<file path="config.mk">
export PLATFORM = sky130hd
export DESIGN_NAME = spi_master_byte_shifter_core
export DESIGN_NICKNAME = d
export VERILOG_FILES = /design/src/hw/rtl/smbs_pkg.sv /design/src/hw/rtl/smbs_in_stage.sv /design/src/hw/rtl/smbs_engine.sv /design/src/hw/rtl/spi_master_byte_shifter_core.sv
export SDC_FILE = /design/constraint.sdc
export NUM_CORES = 1
export LEC_CHECK = 0
export BUFFER_PORTS_ARGS = -buffer_cell sky130_fd_sc_hd__clkbuf_2
export CAP_MARGIN = 30
export CORE_MARGIN = 1.5
export CORE_UTILIZATION = 35
export DETAILED_ROUTE_END_ITERATION = 7
export PLACE_DENSITY = 0.53
export SLEW_MARGIN = 20
export SYNTH_ARGS = -nofsm -noshare
export SYNTH_HDL_FRONTEND = slang
export SYNTH_SLANG_ARGS = --single-unit
</file>
<file path="constraint.sdc">
create_clock -name i_clk -period 5.1 [get_ports i_clk]
set_input_delay 1.02 -clock i_clk [delete_from_list [all_inputs] [get_ports i_clk]]
set_output_delay 1.02 -clock i_clk [all_outputs]
set_load 0.02 [all_outputs]
</file>
<file path="src/hw/rtl/smbs_pkg.sv">
`timescale 1ns / 1ps
// ----------------------------------------------------------------------------
// smbs_pkg: shared types and constants of the spi master byte shifter
// opcodes, configuration register indexes and the item/result records
// ----------------------------------------------------------------------------
package smbs_pkg;

    localparam int BYTE_W     = 8;
    localparam int CFG_ADDR_W = 2;
    localparam int IN_DATA_W  = 16;
    localparam int IN_USER_W  = 2;
    localparam int OUT_DATA_W = 16;

    typedef enum logic [1:0] {
        OP_TICK    = 2'd0,
        OP_WRITE   = 2'd1,
        OP_READ_RX = 2'd2,
        OP_STATUS  = 2'd3
    } t_opcode;

    typedef enum logic [CFG_ADDR_W-1:0] {
        CFG_DIVISOR   = 2'd0,
        CFG_MODE      = 2'd1,
        CFG_MSB_FIRST = 2'd2
    } t_cfg_index;

    typedef struct packed {
        t_opcode           opcode;
        logic [BYTE_W-1:0] tx_byte;
        logic              miso_bit;
    } t_item;

    typedef struct packed {
        logic [BYTE_W-1:0] read_data;
        logic              sclk_level;
        logic              mosi_level;
        logic              tx_ready;
        logic              write_dropped;
    } t_result;

endpackage

</file>
<file path="src/hw/rtl/smbs_in_stage.sv">
`timescale 1ns / 1ps
// ----------------------------------------------------------------------------
// smbs_in_stage: input register
// holds one accepted transaction until the engine takes it
// ----------------------------------------------------------------------------
module smbs_in_stage
    import smbs_pkg::*;
(
    input  logic  i_clk,
    input  logic  i_rst_n,
    input  logic  i_valid,
    output logic  o_ready,
    input  t_item i_item,
    output logic  o_valid,
    output t_item o_item,
    input  logic  i_take
);

    logic  r_valid;
    t_item r_item;

    assign o_ready = !r_valid || i_take;
    assign o_valid = r_valid;
    assign o_item  = r_item;

    always_ff @(posedge i_clk) begin
        if (!i_rst_n) begin
            r_valid <= 1'b0;
        end else if (o_ready) begin
            r_valid <= i_valid;
        end
    end

    always_ff @(posedge i_clk) begin
        if (o_ready && i_valid) begin
            r_item <= i_item;
        end
    end

endmodule

</file>
<file path="src/hw/rtl/smbs_engine.sv">
`timescale 1ns / 1ps
// ----------------------------------------------------------------------------
// smbs_engine: divider, sclk generator and shift registers
// updates the transfer state for one transaction per i_fire cycle
// ----------------------------------------------------------------------------
module smbs_engine
    import smbs_pkg::*;
#(
    parameter int DATA_BITS = 8,
    parameter int DIV_BITS  = 10
) (
    input  logic                i_clk,
    input  logic                i_rst_n,
    input  logic                i_fire,
    input  t_item               i_item,
    input  logic [DIV_BITS-1:0] i_divisor,
    input  logic [1:0]          i_mode,
    input  logic                i_msb_first,
    output t_result             o_result
);

    localparam int ECW = $clog2(2 * DATA_BITS + 1);
    localparam logic [ECW-1:0] LAST_EDGE = ECW'(2 * DATA_BITS);

    logic [DATA_BITS-1:0] r_tx_shift, n_tx_shift;
    logic [DATA_BITS-1:0] r_rx_shift, n_rx_shift;
    logic [DATA_BITS-1:0] r_rx_hold,  n_rx_hold;
    logic [ECW-1:0]       r_edge_count, n_edge_count;
    logic [DIV_BITS-1:0]  r_tick_count, n_tick_count;
    logic                 r_clock_level, n_clock_level;
    logic                 r_busy, n_busy;

    logic [DATA_BITS+BYTE_W-1:0] word_ext;
    logic [DATA_BITS+BYTE_W-1:0] hold_ext;
    logic [DATA_BITS-1:0]        word;
    logic [ECW-1:0]              edge_next;
    logic                        cpha;
    logic                        cpol;
    logic                        do_sample;
    logic                        do_shift;
    logic [BYTE_W-1:0]           rd;
    logic                        dropped;

    assign cpha     = i_mode[0];
    assign cpol     = i_mode[1];
    assign word_ext = {{DATA_BITS{1'b0}}, i_item.tx_byte};
    assign word     = word_ext[DATA_BITS-1:0];
    assign hold_ext = {{BYTE_W{1'b0}}, r_rx_hold};
    assign edge_next = r_edge_count + ECW'(1);
    assign do_sample = edge_next[0] ^ cpha;
    assign do_shift  = cpha ? (edge_next > ECW'(1)) : (edge_next < LAST_EDGE);

    always_comb begin
        case (i_item.opcode)
            OP_READ_RX: rd = hold_ext[BYTE_W-1:0];
            OP_STATUS:  rd = {{(BYTE_W-1){1'b0}}, !r_busy};
            default:    rd = '0;
        endcase
    end

    // next state of the transfer
    always_comb begin
        n_tx_shift    = r_tx_shift;
        n_rx_shift    = r_rx_shift;
        n_rx_hold     = r_rx_hold;
        n_edge_count  = r_edge_count;
        n_tick_count  = r_tick_count;
        n_clock_level = r_clock_level;
        n_busy        = r_busy;
        dropped       = 1'b0;
        if (i_item.opcode == OP_WRITE && !r_busy) begin
            n_tx_shift    = word;
            n_rx_shift    = '0;
            n_edge_count  = '0;
            n_tick_count  = '0;
            n_clock_level = cpol;
            n_busy        = 1'b1;
        end else begin
            dropped = (i_item.opcode == OP_WRITE);
            if (r_busy) begin
                if (r_tick_count < i_divisor) begin
                    n_tick_count = r_tick_count + DIV_BITS'(1);
                end else begin
                    n_tick_count  = '0;
                    n_clock_level = !r_clock_level;
                    n_edge_count  = edge_next;
                    if (do_sample) begin
                        n_rx_shift = i_msb_first
                            ? {r_rx_shift[DATA_BITS-2:0], i_item.miso_bit}
                            : {i_item.miso_bit, r_rx_shift[DATA_BITS-1:1]};
                    end else if (do_shift) begin
                        n_tx_shift = i_msb_first
                            ? {r_tx_shift[DATA_BITS-2:0], 1'b0}
                            : {1'b0, r_tx_shift[DATA_BITS-1:1]};
                    end
                    if (edge_next >= LAST_EDGE) begin
                        n_rx_hold    = n_rx_shift;
                        n_busy       = 1'b0;
                        n_edge_count = '0;
                    end
                end
            end
        end
    end

    always_comb begin
        o_result.read_data     = rd;
        o_result.sclk_level    = n_busy ? n_clock_level : cpol;
        o_result.mosi_level    = n_busy &&
            (i_msb_first ? n_tx_shift[DATA_BITS-1] : n_tx_shift[0]);
        o_result.tx_ready      = !n_busy;
        o_result.write_dropped = dropped;
    end

    always_ff @(posedge i_clk) begin
        if (!i_rst_n) begin
            r_tx_shift    <= '0;
            r_rx_shift    <= '0;
            r_rx_hold     <= '0;
            r_edge_count  <= '0;
            r_tick_count  <= '0;
            r_clock_level <= 1'b0;
            r_busy        <= 1'b0;
        end else if (i_fire) begin
            r_tx_shift    <= n_tx_shift;
            r_rx_shift    <= n_rx_shift;
            r_rx_hold     <= n_rx_hold;
            r_edge_count  <= n_edge_count;
            r_tick_count  <= n_tick_count;
            r_clock_level <= n_clock_level;
            r_busy        <= n_busy;
        end
    end

endmodule

</file>
<file path="src/hw/rtl/spi_master_byte_shifter_core.sv">
`timescale 1ns / 1ps
// ----------------------------------------------------------------------------
// spi_master_byte_shifter_core: programmable spi master, one item per unstalled clock
// each input transaction is a tick or a bus access; one result per input
// ----------------------------------------------------------------------------
// usage
//   s_axis carries one item per transaction: tuser holds the opcode (tick,
//   write tx, read rx, read status), tdata the tx byte and the miso level.
//   m_axis returns one result per item: read data, sclk and mosi levels,
//   tx ready and a dropped-write flag.
//   the user keeps config port (divisor, mode, bit order) writes to idle; not enforced.
// path: the input register loads the item at the accepting edge, and the
//   engine result is registered in the output register when the item fires.
// throughput: one item per cycle while m_axis takes results, set by
//   the state update in the engine between the input and output registers.
// reset: synchronous, active low; clears the transfer state, divisor 0,
//   mode 0, msb first.
// stall: while m_axis is not taken the output register holds, the input
//   register fills and s_axis_tready drops; nothing is lost.
// ----------------------------------------------------------------------------
module spi_master_byte_shifter_core
    import smbs_pkg::*;
#(
    parameter int DATA_BITS = 8,
    parameter int DIV_BITS  = 10
) (
    input  logic                  i_clk,
    input  logic                  i_rst_n,
    input  logic                  s_axis_tvalid,
    output logic                  s_axis_tready,
    input  logic [IN_DATA_W-1:0]  s_axis_tdata,  // tx_byte[7:0], miso_bit[8]
    input  logic [IN_USER_W-1:0]  s_axis_tuser,  // opcode[1:0]
    output logic                  m_axis_tvalid,
    input  logic                  m_axis_tready,
    // read_data[7:0], sclk_level[8], mosi_level[9], tx_ready[10],
    // write_dropped[11]
    output logic [OUT_DATA_W-1:0] m_axis_tdata,
    input  logic                  i_cfg_we,
    input  logic [CFG_ADDR_W-1:0] i_cfg_addr,
    input  logic [DIV_BITS-1:0]   i_cfg_wdata
);

    logic [DIV_BITS-1:0] r_divisor;
    logic [1:0]          r_mode;
    logic                r_msb_first;
    logic                r_out_valid;
    t_result             r_result;

    t_item   in_item;
    t_item   st_item;
    t_result eng_result;
    logic    st_valid;
    logic    out_free;
    logic    fire;

    assign in_item.opcode   = t_opcode'(s_axis_tuser);
    assign in_item.tx_byte  = s_axis_tdata[BYTE_W-1:0];
    assign in_item.miso_bit = s_axis_tdata[BYTE_W];

    assign out_free = !r_out_valid || m_axis_tready;
    assign fire     = st_valid && out_free;

    always_ff @(posedge i_clk) begin
        if (!i_rst_n) begin
            r_divisor   <= '0;
            r_mode      <= '0;
            r_msb_first <= 1'b1;
        end else if (i_cfg_we) begin
            case (t_cfg_index'(i_cfg_addr))
                CFG_DIVISOR:   r_divisor   <= i_cfg_wdata;
                CFG_MODE:      r_mode      <= i_cfg_wdata[1:0];
                CFG_MSB_FIRST: r_msb_first <= i_cfg_wdata[0];
                default: ;
            endcase
        end
    end

    smbs_in_stage u_in_stage (
        .i_clk   (i_clk),
        .i_rst_n (i_rst_n),
        .i_valid (s_axis_tvalid),
        .o_ready (s_axis_tready),
        .i_item  (in_item),
        .o_valid (st_valid),
        .o_item  (st_item),
        .i_take  (fire)
    );

    smbs_engine #(
        .DATA_BITS (DATA_BITS),
        .DIV_BITS  (DIV_BITS)
    ) u_engine (
        .i_clk       (i_clk),
        .i_rst_n     (i_rst_n),
        .i_fire      (fire),
        .i_item      (st_item),
        .i_divisor   (r_divisor),
        .i_mode      (r_mode),
        .i_msb_first (r_msb_first),
        .o_result    (eng_result)
    );

    always_ff @(posedge i_clk) begin
        if (!i_rst_n) begin
            r_out_valid <= 1'b0;
        end else if (out_free) begin
            r_out_valid <= fire;
        end
    end

    always_ff @(posedge i_clk) begin
        if (fire) begin
            r_result <= eng_result;
        end
    end

    assign m_axis_tvalid = r_out_valid;
    assign m_axis_tdata  = {4'b0000, r_result.write_dropped, r_result.tx_ready,
                            r_result.mosi_level, r_result.sclk_level,
                            r_result.read_data};

    a_ready_when_out_empty: assert property (@(posedge i_clk) disable iff (!i_rst_n)
        !r_out_valid |-> s_axis_tready)
        else $error("input stalled with an empty output register");

    a_mosi_low_when_idle: assert property (@(posedge i_clk) disable iff (!i_rst_n)
        (r_out_valid && r_result.tx_ready) |-> !r_result.mosi_level)
        else $error("mosi driven while idle");

    a_fire_needs_item: assert property (@(posedge i_clk) disable iff (!i_rst_n)
        fire |=> r_out_valid)
        else $error("engine result not registered");

endmodule
</file>
Word-level counts from Yosys, hierarchy flattened
Cells that the tools add are included.
Widths: inputs -> output; s select.
{"block": "totals", "elab_cells": 87, "reg_bits": 79, "out_inout_bits": 18}
{"block": "op_classes", "n_addsub": 2, "n_reduce_logical": 21, "order_cmp": 4, "mux": 29, "eq_ne": 7, "bitwise": 3}
{"op": "$mux 8", "count": 11}
{"op": "$mux 10", "count": 3}
{"op": "$mux 5", "count": 4}
{"op": "$pmux 8 s2", "count": 1}
{"op": "$add 10x1->10 const B", "count": 1}
{"op": "$lt 10x10->1", "count": 1}
{"op": "$mux 1", "count": 10}
{"op": "$reduce_and 5->1", "count": 2}
{"op": "$reduce_and 2->1", "count": 4}
{"op": "$eq 2x2->1 const B", "count": 3}
{"op": "$add 5x1->5 const B", "count": 1}
{"op": "$ge 5x5->1 const B", "count": 1}
{"op": "$gt 5x1->1 const B", "count": 1}
{"op": "$logic_not 1->1", "count": 5}
{"op": "$lt 5x5->1 const B", "count": 1}
{"op": "$eq 2x1->1 const B", "count": 2}
{"op": "$logic_and 1x1->1", "count": 4}
{"op": "$reduce_bool 2->1", "count": 2}
{"op": "$reduce_and 3->1", "count": 1}
{"op": "$logic_not 2->1", "count": 1}
{"op": "$logic_or 1x1->1", "count": 2}
{"op": "$ne 2x1->1 const B", "count": 1}
{"op": "$ne 2x2->1 const B", "count": 1}
{"op": "$not 1->1", "count": 2}
{"op": "$xor 1x1->1", "count": 1}

Depth between registers and ports, before layout
{"block": "depth", "depth_word": 10, "mapped_depth": 10, "depth_no_buf": 9}

By module
A second synthesis with hierarchy kept.
{"block": "unflattened", "cells_unflattened": 401, "hier_area_um2": 3902.5}
{"mod": "smbs_engine", "seq_area_each_um2": 820.8, "n_inst": 1, "area_per_inst_um2": 2543.7, "cells_each": 308}
{"mod": "spi_master_byte_shifter_core", "seq_area_each_um2": 640.6, "n_inst": 1, "area_per_inst_um2": 970.9, "cells_each": 77}
{"mod": "smbs_in_stage", "seq_area_each_um2": 350.3, "n_inst": 1, "area_per_inst_um2": 387.9, "cells_each": 16}

Worst setup path before layout
OpenSTA, ideal clock, no wires.
{"block": "synth_timing", "path_kind": "input to register", "start": "input port m_axis_tready", "end": "register u_engine.r_edge_count[1]", "arrival_ns": 2.625, "path_buffers": 1, "required_ns": 5.029, "stages": 8, "slack_ns": 2.404, "path_cell_list": "and2b_4 -> nand2b_1 -> inv_2 -> nand2_1 -> a21oi_1 -> clkbuf_1 -> nand4_1 -> a21oi_1"}
{"block": "synth_via", "elab_chain_cells": 3}
{"item": "from (decl)", "line_no": "spi_master_byte_shifter_core.sv:34", "text": "input logic m_axis_tready,"}
{"item": "$logic_or 1x1->1", "line_no": "spi_master_byte_shifter_core.sv:60", "text": "assign out_free = !r_out_valid || m_axis_tready;"}
{"item": "$logic_and 1x1->1", "line_no": "spi_master_byte_shifter_core.sv:61", "text": "assign fire = st_valid && out_free;"}
{"item": "via fire", "line_no": "spi_master_byte_shifter_core.sv:54", "text": "logic fire;"}
{"item": "$reduce_and 3->1 (no source line)"}
{"item": "to (signal assigned)", "line_no": "smbs_engine.sv:128", "text": "r_edge_count <= n_edge_count;"}
{"item": "to (decl)", "line_no": "smbs_engine.sv:28", "text": "logic [ECW-1:0] r_edge_count, n_edge_count;"}
The timed path passes the listed nets, and every way through them passes these cells.
A chain may end at the register's enable or synchronous reset.

Worst setup path after layout
{"block": "layout_timing", "start": "register u_engine.r_edge_count[0]", "end": "register u_engine.r_tx_shift[3]"}
{"block": "layout_via", "elab_chain_cells": 5, "elab_cells_between_ends": 8, "cone_classes": "add/sub: 1; order compare: 2; eq/ne: 1; mux: 1; bitwise: 1; reduce/logical: 2"}
{"item": "$add 5x1->5 (*)", "line_no": "smbs_engine.sv:49", "text": "assign edge_next = r_edge_count + ECW'(1);"}
{"item": "$lt 5x5->1 / $gt 5x1->1 (equally long branches)", "line_no": "smbs_engine.sv:51", "text": "assign do_shift = cpha ? (edge_next > ECW'(1)) : (edge_next < LAST_EDGE);"}
{"item": "$mux 1", "line_no": "smbs_engine.sv:51"}
{"item": "$reduce_bool 2->1 (no source line)"}
{"item": "$reduce_and 5->1 (no source line) (*)"}
{"item": "to (signal assigned)", "line_no": "smbs_engine.sv:125", "text": "r_tx_shift <= n_tx_shift;"}
{"item": "to (decl)", "line_no": "smbs_engine.sv:25", "text": "logic [DATA_BITS-1:0] r_tx_shift, n_tx_shift;"}
Every way passes the cells marked *; elsewhere a longest branch is shown, timed or not.

==> flow_summary.yaml <==
timing:
  final.setup_skew_ns: 0.006993
  hold_viol: 0
  grt_setup_unrepaired: "no"
  period_share_pct: 54.88
  slew_viol_final: 0
  tns_ns: 0
  timing.slew.headroom_pct: 39.83
  min_period_ns: 2.799
  max_freq_ghz: 0.3573
  worst_pin_slew_ns: 0.8994
  setup_viol: 0
final_layout:
  nets: 468
  drive_above_1_share_pct: 19.53
  insertedDiodeCount: 0
  finalNonFillerCells: 561
  layout_common_cells: "dfxtp_1, clkbuf_2, nor2_1"
  final_core_util_pct: 41.24
  area_growth_pct: 14.73
  final_common_cell: "dfxtp_1"
route:
  route.antenna.remaining_nets: 0
  route.detailed.drc: 0
  drtIter0Drc: 170
  vias: 2785
  totalWireLength_um: 7790
  via_per_inst: 4.964
  avgRoutedWirePerCell_um: 13.89
  drt_first_pass_iters: 4
pwr:
  vdd_drop_max_mv: 0.1233
  p_leak_nw: 1.651
  p_switching_mw: 0.2934
  combPwrFrac_pct: 7.4
  internal_power_mw: 1.034
  seqPwrFrac_pct: 50.9
  power_density_nw_per_um2: 311.7
  p_clk_share_pct: 41.6
  p_sw_share_pct: 22.11
clocking:
  ctsLongestPathBuffers: 2
  h-tree-depth: 3
  worst_skew_pair.late_latency_ns: 0.35
  cts_resized: 0
  cts_made_buffers: 9
  postCtsHoldBufs: 0
  root_buffer: "clkbuf_8"
  path_clk_slew_ns: 0.08
  cts_sinks: 79
  cts_setup_buffers: 0
  cts_tree: "yes"
flow_run:
  maxCapViolCount: 0
synth:
  yosysTopAreaCell: "dfxtp_1"
  synthCells: 383
  synth_area_leaders: "dfxtp_1, edfxtp_1, ha_1"
  synth_edf_count: 23
  yosys.area.top_type_share_pct: 30.21
  yosysSeqAreaShare_pct: 48.82
  synth-seq-cells: 79
  syn_area_per_cell_um2: 9.689
  netlist_area_um2: 3711
  async_flop_share_pct: 0
  ys_types: 56
  synthFlopType: "dfxtp_1"
  synth_warnings: 0
worst_setup_path:
  critPathMaxStageDelay_ns: 0.64
  crit_path_start_kind: "flop"
  critical-path-top-delay-family: "compound AO/OA/AOI/OAI gates"
  reg2reg_from: "u_engine.r_edge_count[0]"
  worstPathBufferInverterCount: 0
  endpoint_kind: "flop"
  worstReg2RegEnd: "u_engine.r_tx_shift[3]"
  r2r_cells: 8
  crit_path_start: "u_engine.r_edge_count[0]"
  cpMaxStageDelayCell: "o21ai_1"
  path_depth: 8
  critical_path_required_ns: 5.37
  r2r_slack_ns: 2.30
  path_max_fanout: 12
  arrival_ns: 3.07
  timing.critical_path.to: "u_engine.r_tx_shift[3]"
  crit_type: "reg -> reg"
  worstPathCellList: "ha_1 -> nand3_1 -> nor4b_1 -> o31ai_1 -> a21oi_2 -> o21ai_1 -> a221oi_1 -> a211oi_1"
global_routing:
  grt_max_degree: 34
  grt_usage_pct: 14.98
  grt_first_pass_wirelength_um: 13020
  grt_pass1_vias: 2650
  antenna_found_initial: 0
  grt_remaining_overflow: 0
floorplan:
  core_area_um2: 10320
  die_area_um2: 11230
  die_h_um: 106.0
  rows: 37
  die_w_um: 106.0
  initial_utilization_pct: 35.95
  pin_count: 53
placement:
  dp_hpwl_um: 5397
  portBuffers: 41
  placed_cells: 544
  globalplace.congestion: 0.7802
min_path:
  hold_class: "reg -> reg"
outcome:
  status: "finished clean"
[worst min-delay path by stage]
stage	cells after the start	end	slack [ns]	startpoint
5_1_grt	2	u_engine.r_rx_hold[7]	0.46	u_engine.r_rx_hold[7]
6_report	2	u_engine.r_rx_hold[3]	0.44	u_engine.r_rx_hold[3]
4_1_cts	2	u_engine.r_rx_hold[3]	0.45	u_engine.r_rx_hold[3]
3_3_place_gp	2	u_engine.r_rx_hold[1]	0.43	u_engine.r_rx_hold[1]
3_5_place_dp	2	u_engine.r_rx_hold[3]	0.44	u_engine.r_rx_hold[3]
2_1_floorplan	2	u_engine.r_rx_hold[1]	0.42	u_engine.r_rx_hold[1]
[Yosys cell counts (all sizes together) (5+ instances only)]
| library cell | number |
|---|---|
| a211oi | 10 |
| a21oi | 21 |
| a221oi | 6 |
| a32o | 8 |
| and2 | 10 |
| buf | 7 |
| clkbuf | 15 |
| dfxtp | 56 |
| edfxtp | 23 |
| ha | 12 |
| inv | 23 |
| mux2 | 5 |
| mux2i | 11 |
| nand2 | 31 |
| nand3 | 20 |
| nand4 | 6 |
| nor2 | 41 |
| nor3 | 5 |
| o21ai | 30 |
| xor2 | 10 |
[kinds of logic after synthesis]
group                    share of synthesized area (%)
buffers and inverters                            6.069
other                                           0.1010
XOR/XNOR                                         3.068
AO/OA/AOI/OAI                                    15.85
multiplexers                                     4.484
AND/OR/NAND/NOR                                  17.57
adder cells (fa/ha/maj)                          4.046
flip-flops                                       48.82
[registers in the layout, indices dropped and copies added (netlist names)]
signal,cells
u_engine.r_rx_hold,8
u_engine.r_busy,1
m_axis_tdata,12
m_axis_tvalid,1
r_msb_first,1
u_engine.r_tick_count,10
u_engine.r_edge_count,5
u_in_stage.o_valid,1
r_mode,2
u_engine.r_clock_level,1
r_divisor,10
u_engine.r_rx_shift,8
u_in_stage.o_item,11
u_engine.r_tx_shift,8
[tightest hold or removal path, stage by stage, from the launching register on]
cell and delay [ns]:
dfxtp_1 0.31, nand2_1 0.05, o21ai_1 0.05
[area by class of cell]
type / count / area (µm²)
clock buffer: 11 / 141.4
clock inverter: 4 / 93.84
fill: 1034 / 6066
inverter: 25 / 107.6
multi-input combinational: 260 / 1690
sequential: 79 / 1812
tap: 136 / 170.2
timing repair buffer: 46 / 242.7
[metrics by stage]
| step | hold WS, ns | power, mW | setup slack, ns | cell area (µm²) |
|---|---|---|---|---|
| detailed placement | 0.4381 | 0.7898 | 1.914 | 4008 |
| floorplan | 0.4238 | 0.7584 | 2.404 | 3722 |
| finish | 0.4429 | 1.327 | 2.301 | 4258 |
| global route | 0.4632 | 1.388 | 2.032 | 4258 |
| global placement | 0.4348 | 0.7883 | 1.948 | 4000 |
| CTS | 0.4498 | 1.351 | 2.280 | 4243 |
[power groups by stage]
stage / logic (mW) / registers (mW) / clock network [mW]
final: 0.0988 / 0.676 / 0.552
after global routing: 0.111 / 0.678 / 0.599
after global placement: 0.0977 / 0.691 / 0
after floorplan: 0.0671 / 0.691 / 0
after detailed placement: 0.0991 / 0.691 / 0
after CTS: 0.0993 / 0.676 / 0.576
[routing by layer]
metal	global-route usage (%)	part of all wire, %
met5	0	0
met4	5.502	1.0
met3	4.047	4.4
met2	24.17	46
met1	19.25	48
No activity file was read; power rests on OpenSTA's default activity.
